### src/rtl/core/lras_pkg.sv
// Package with shared constants and control types for the range add and sum store.
`timescale 1ns / 1ps
package lras_pkg;

  localparam int LEAVES = 1024;
  localparam int ADDR_W = $clog2(LEAVES);
  localparam int IDX_W = ADDR_W + 2;
  localparam int POS_W = 11;
  localparam int DATA_W = 32;

  localparam logic [1:0] OP_ADD = 2'd0;
  localparam logic [1:0] OP_QUERY = 2'd1;
  localparam logic [1:0] OP_CLEAR = 2'd2;

  localparam logic [1:0] IDX_L = 2'd0;
  localparam logic [1:0] IDX_R1 = 2'd1;
  localparam logic [1:0] IDX_R = 2'd2;
  localparam logic [1:0] IDX_LM1 = 2'd3;

  localparam logic [1:0] MUL_D_LM1 = 2'd0;
  localparam logic [1:0] MUL_D_R = 2'd1;
  localparam logic [1:0] MUL_S_LM1 = 2'd2;
  localparam logic [1:0] MUL_S_R = 2'd3;

  typedef struct packed {
    logic load;
    logic clr_start;
    logic clr_step;
    logic idx_set;
    logic [1:0] idx_sel;
    logic mul_en;
    logic [1:0] mul_sel;
    logic vals_set;
    logic neg_vals;
    logic rd;
    logic upd;
    logic acc_clr;
    logic acc_step;
    logic hold_set;
    logic emit;
    logic emit_bad;
  } lras_cmd_t;

  typedef struct packed {
    logic [1:0] opcode;
    logic bad;
    logic idx_zero;
    logic idx_over;
    logic clr_last;
  } lras_stat_t;

endpackage

### src/rtl/core/lras_ctrl.sv
// Controller state machine that sequences tree walks, clears and results.
`timescale 1ns / 1ps
module lras_ctrl (
  input  logic clk,
  input  logic rst,
  input  logic start,
  output logic busy,
  input  lras_pkg::lras_stat_t stat,
  output lras_pkg::lras_cmd_t cmd
);
  import lras_pkg::*;

  localparam logic [3:0] S_CLR = 4'd0;
  localparam logic [3:0] S_IDLE = 4'd1;
  localparam logic [3:0] S_DECODE = 4'd2;
  localparam logic [3:0] S_A_MUL = 4'd3;
  localparam logic [3:0] S_A_VALS = 4'd4;
  localparam logic [3:0] S_U_RD = 4'd5;
  localparam logic [3:0] S_U_WR = 4'd6;
  localparam logic [3:0] S_Q_RD = 4'd7;
  localparam logic [3:0] S_Q_ACC = 4'd8;
  localparam logic [3:0] S_Q_MUL = 4'd9;
  localparam logic [3:0] S_Q_PART = 4'd10;

  logic [3:0] state;
  logic [3:0] state_next;
  logic phase;
  logic phase_next;

  assign busy = (state != S_IDLE);

  always_ff @(posedge clk) begin
    if (rst) begin
      state <= S_CLR;
      phase <= 1'b0;
    end else begin
      state <= state_next;
      phase <= phase_next;
    end
  end

  always_comb begin
    cmd = '0;
    state_next = state;
    phase_next = phase;
    case (state)
      S_CLR: begin
        cmd.clr_step = 1'b1;
        if (stat.clr_last) begin
          state_next = S_IDLE;
        end
      end
      S_IDLE: begin
        if (start) begin
          cmd.load = 1'b1;
          state_next = S_DECODE;
        end
      end
      S_DECODE: begin
        phase_next = 1'b0;
        case (stat.opcode)
          OP_ADD: begin
            state_next = stat.bad ? S_IDLE : S_A_MUL;
          end
          OP_QUERY: begin
            if (stat.bad) begin
              cmd.emit_bad = 1'b1;
              state_next = S_IDLE;
            end else begin
              cmd.idx_set = 1'b1;
              cmd.idx_sel = IDX_R;
              cmd.acc_clr = 1'b1;
              state_next = S_Q_RD;
            end
          end
          OP_CLEAR: begin
            cmd.clr_start = 1'b1;
            state_next = S_CLR;
          end
          default: state_next = S_IDLE;
        endcase
      end
      S_A_MUL: begin
        cmd.mul_en = 1'b1;
        cmd.mul_sel = phase ? MUL_D_R : MUL_D_LM1;
        cmd.idx_set = 1'b1;
        cmd.idx_sel = phase ? IDX_R1 : IDX_L;
        state_next = S_A_VALS;
      end
      S_A_VALS: begin
        cmd.vals_set = 1'b1;
        cmd.neg_vals = phase;
        state_next = S_U_RD;
      end
      S_U_RD: begin
        if (stat.idx_over || stat.idx_zero) begin
          phase_next = 1'b1;
          state_next = phase ? S_IDLE : S_A_MUL;
        end else begin
          cmd.rd = 1'b1;
          state_next = S_U_WR;
        end
      end
      S_U_WR: begin
        cmd.upd = 1'b1;
        state_next = S_U_RD;
      end
      S_Q_RD: begin
        if (stat.idx_zero) begin
          state_next = S_Q_MUL;
        end else begin
          cmd.rd = 1'b1;
          state_next = S_Q_ACC;
        end
      end
      S_Q_ACC: begin
        cmd.acc_step = 1'b1;
        state_next = S_Q_RD;
      end
      S_Q_MUL: begin
        cmd.mul_en = 1'b1;
        cmd.mul_sel = phase ? MUL_S_LM1 : MUL_S_R;
        state_next = S_Q_PART;
      end
      S_Q_PART: begin
        if (phase) begin
          cmd.emit = 1'b1;
          state_next = S_IDLE;
        end else begin
          cmd.hold_set = 1'b1;
          cmd.idx_set = 1'b1;
          cmd.idx_sel = IDX_LM1;
          cmd.acc_clr = 1'b1;
          phase_next = 1'b1;
          state_next = S_Q_RD;
        end
      end
      default: state_next = S_IDLE;
    endcase
  end

endmodule

### config.mk
export PLATFORM = sky130hd
export DESIGN_NAME = lras_ctrl
export DESIGN_NICKNAME = d
export VERILOG_FILES = /design/src/rtl/core/lras_pkg.sv /design/src/rtl/core/lras_ctrl.sv
export SDC_FILE = /design/constraint.sdc
export NUM_CORES = 1
export LEC_CHECK = 0
export ABC_AREA = 1
export BUFFER_PORTS_ARGS = -buffer_cell sky130_fd_sc_hd__buf_2
export CELL_PAD_IN_SITES_DETAIL_PLACEMENT = 0
export CELL_PAD_IN_SITES_GLOBAL_PLACEMENT = 1
export CORE_ASPECT_RATIO = 0.7
export CORE_MARGIN = 5
export CORE_UTILIZATION = 27
export CTS_BUF_LIST = sky130_fd_sc_hd__clkbuf_4 sky130_fd_sc_hd__clkbuf_8 sky130_fd_sc_hd__clkbuf_16
export CTS_CLUSTER_DIAMETER = 60
export DETAILED_ROUTE_END_ITERATION = 10
export PLACE_DENSITY_LB_ADDON = 0.1
export SYNTH_ARGS = -nofsm -noshare
export SYNTH_HDL_FRONTEND = slang
export SYNTH_SLANG_ARGS = --single-unit
### constraint.sdc
create_clock -name clk -period 1.4 [get_ports clk]
set_input_delay 0.14 -clock clk [delete_from_list [all_inputs] [get_ports clk]]
set_output_delay 0.14 -clock clk [all_outputs]
set_load 0.005 [all_outputs]
==> metrics.txt <==
clock-pin slew on the worst setup and hold paths=around 0.050 ns; Root Buffer=clkbuf_4; worst skew pair latency=roughly 0.25 ns; initial antenna violation count=0; worst hold path class=input pin to flip-flop; PwrDens=571 nW/µm²; Worst Hold End=state[3]; router iterations before antenna repair=4; worst slew pin tran=0.312 ns; Register Area=115 µm²; worst reg2reg path depth=8; Critical Path RT=1.26 ns; HPWL after DPL=1400 µm; critical path launch point type=flip-flop; Total Routing Usage GR=12.6%; area grow syn2layout=68.5%; Critical R2R Launch=state[0]; sw frac=between 30% and 40%; fill cell count=209; Core Area=1890 µm²; Sw Pwr=0.000181 W; Internal=0.000343 W; post-synthesis sequential area ratio=~18%; GRT overflow=0; post-synth top area share=about a fifth; final hold vios=0; fin. max-slew vios=0; clk sinks=5; CTS tree=built; max_cap viols=0; multi-input logic area=437 µm²; crit path kind=flip-flop to primary output; largest net degree at the start of global routing=8; die height=approximately 48 µm; CP arrival=1.24 ns; first-pass GRT wire length=2940 µm; Final setup viols=0; vias in the first global route=647; #FFs+latches synth=5; Clock Tree Buf Depth=2; Worst VDD drop=~0.00028 V; commonest non-fill, non-tap cell in the layout=buf_2; Finished Cell Area=917 µm²; hold_sp=rst; Yosys cell types=15; via count=760; Hold Path Stages=2; share of layout cells above drive strength 1=a little under three fifths; FF-to-FF End=state[2]; RSZ-0062 raised after global routing=true; Synth Cell Area=544 µm²; number of diodes=0; Slew Limit Headroom=about four fifths; Post-DP Area=729 µm²; ANT nets after route=0; most frequent cells in the layout=27 x buf_2, 26 x nand2_1, 15 x nor2_1; worst-path fanout max=4; die width=63.7 µm; Post-CTS Hold Fix Bufs=0; NumNets Final=around 150; die area=3030 µm²; outcome=finished clean; post-synthesis net count=111; cts bufs inserted=3; leakage power figure=about 0.53 nW; Comb power frac=31.9%; Synth area leaders=nand2_1 19%, dfxtp_1 18%, nor2_1 13%; mean post-synth cell area=5.34 µm²; synth warn=0; # IOs=28; DRT iter0 DRCs=28; drt drc=0; Layout Skew=0.000318 ns; Initial Util=between 20 and 30%; Core Rows=13; cell taking the most area after synthesis=nand2_1; Final Core Density=48.6%; IO buf count=27; Crit. End Element=primary output; Synth Instances=about 100; Max Fclk=between 700 and 800 MHz; vias per inst=4.58; WHS=0.0895 ns; Clock power frac=37.9%; drt wl/cell=around 11 µm; CTS H-tree lvls=1; GPL Wtd Cong=0.794; Reg power frac=30.3%; fin crit share=between 90% and 100%; Post-Route WL=1900 µm; Final min period=1.38 ns; R2R Setup Slk=~0.19 ns
## synth_stat cells
cell type / instances
inv_2: 4
a21oi_1: 2
a21oi_2: 2
nand3_1: 5
inv_1: 17
o21ai_0: 4
nor2_4: 2
nand2_1: 28
dfxtp_1: 5
o21ai_2: 1
nor2_1: 19
nor3_1: 3
nor2_2: 4
nand2_2: 4
nand3_2: 2
## sequential cells by signal, indices dropped and copies added (netlist names)
register  count
state         4
phase         1
## worst max path at each step
| stage | start | endpoint | slack (ns) |
|---|---|---|---|
| floorplan | state[0] | cmd[9] | 0.30 |
| global placement | state[0] | cmd[9] | 0.11 |
| detailed placement | state[0] | cmd[9] | 0.12 |
| CTS | state[3] | cmd[9] | -0.02 |
| global route | state[0] | cmd[9] | -0.07 |
| finish | state[3] | cmd[6] | 0.02 |
## cells by family (layout without fill, tap and decap cells)
group                  Yosys count  in the layout  share of synthesized area [%]
AO/OA/AOI/OAI                    9              9                           10.3
buffers and inverters           21             63                           14.5
flip-flops                       5              5                           18.4
AND/OR/NAND/NOR                 67             67                           56.8
## per-layer routing
| metal | wire length, µm | GRT usage [%] |
|---|---|---|
| met1 | 880 | 15.1 |
| met2 | 889 | 21.5 |
| met3 | 130 | 5.87 |
| met4 | 0 | 2.49 |
| met5 | 0 | 0 |
## area by class of cell
class,instances,share of cell area [%]
well taps,22,3.00
clock buffers,4,3.27
multi-input cells,76,47.6
inverters,21,9.41
flip-flops and latches,5,12.6
repair buffers,38,24.1
## per-stage QoR
step / total power (W) / TNS (ns) / setup slack, ns / instances
after floorplan: 0.000240 / 0 / 0.295 / 102
after global placement: 0.000290 / 0 / 0.114 / 154
after detailed placement: 0.000288 / 0 / 0.118 / 154
after CTS: 0.000504 / -0.0258 / -0.0168 / 159
after global routing: 0.000562 / -0.359 / -0.0715 / 166
final: 0.000524 / 0 / 0.0162 / 166
## power groups by stage
stage | Sequential, W | Clock (W) | Combinational [W]
final | 0.000159 | 0.000198 | 0.000167
after global routing | 0.000160 | 0.000217 | 0.000185
after CTS | 0.000159 | 0.000206 | 0.000140
after detailed placement | 0.000161 | 0 | 0.000127
after global placement | 0.000161 | 0 | 0.000128
after floorplan | 0.000160 | 0 | 0.0000799
## critical path, cell delays in order (launching register included)
cell and delay, ns:
dfxtp_4 0.36, buf_4 0.14, nor2_4 0.15, nand3_2 0.14, o21ai_2 0.08, buf_2 0.12
## repair_timing
| action | in CTS | in global routing |
|---|---|---|
| gates cloned | 0 | 0 |
| pin swaps | 4 | 5 |
| endpoints found under the setup margin | 11 | 13 |
| resized for setup | 17 | 19 |
| buffers inserted | 1 | 7 |
Power figures use the tool's default switching activity.
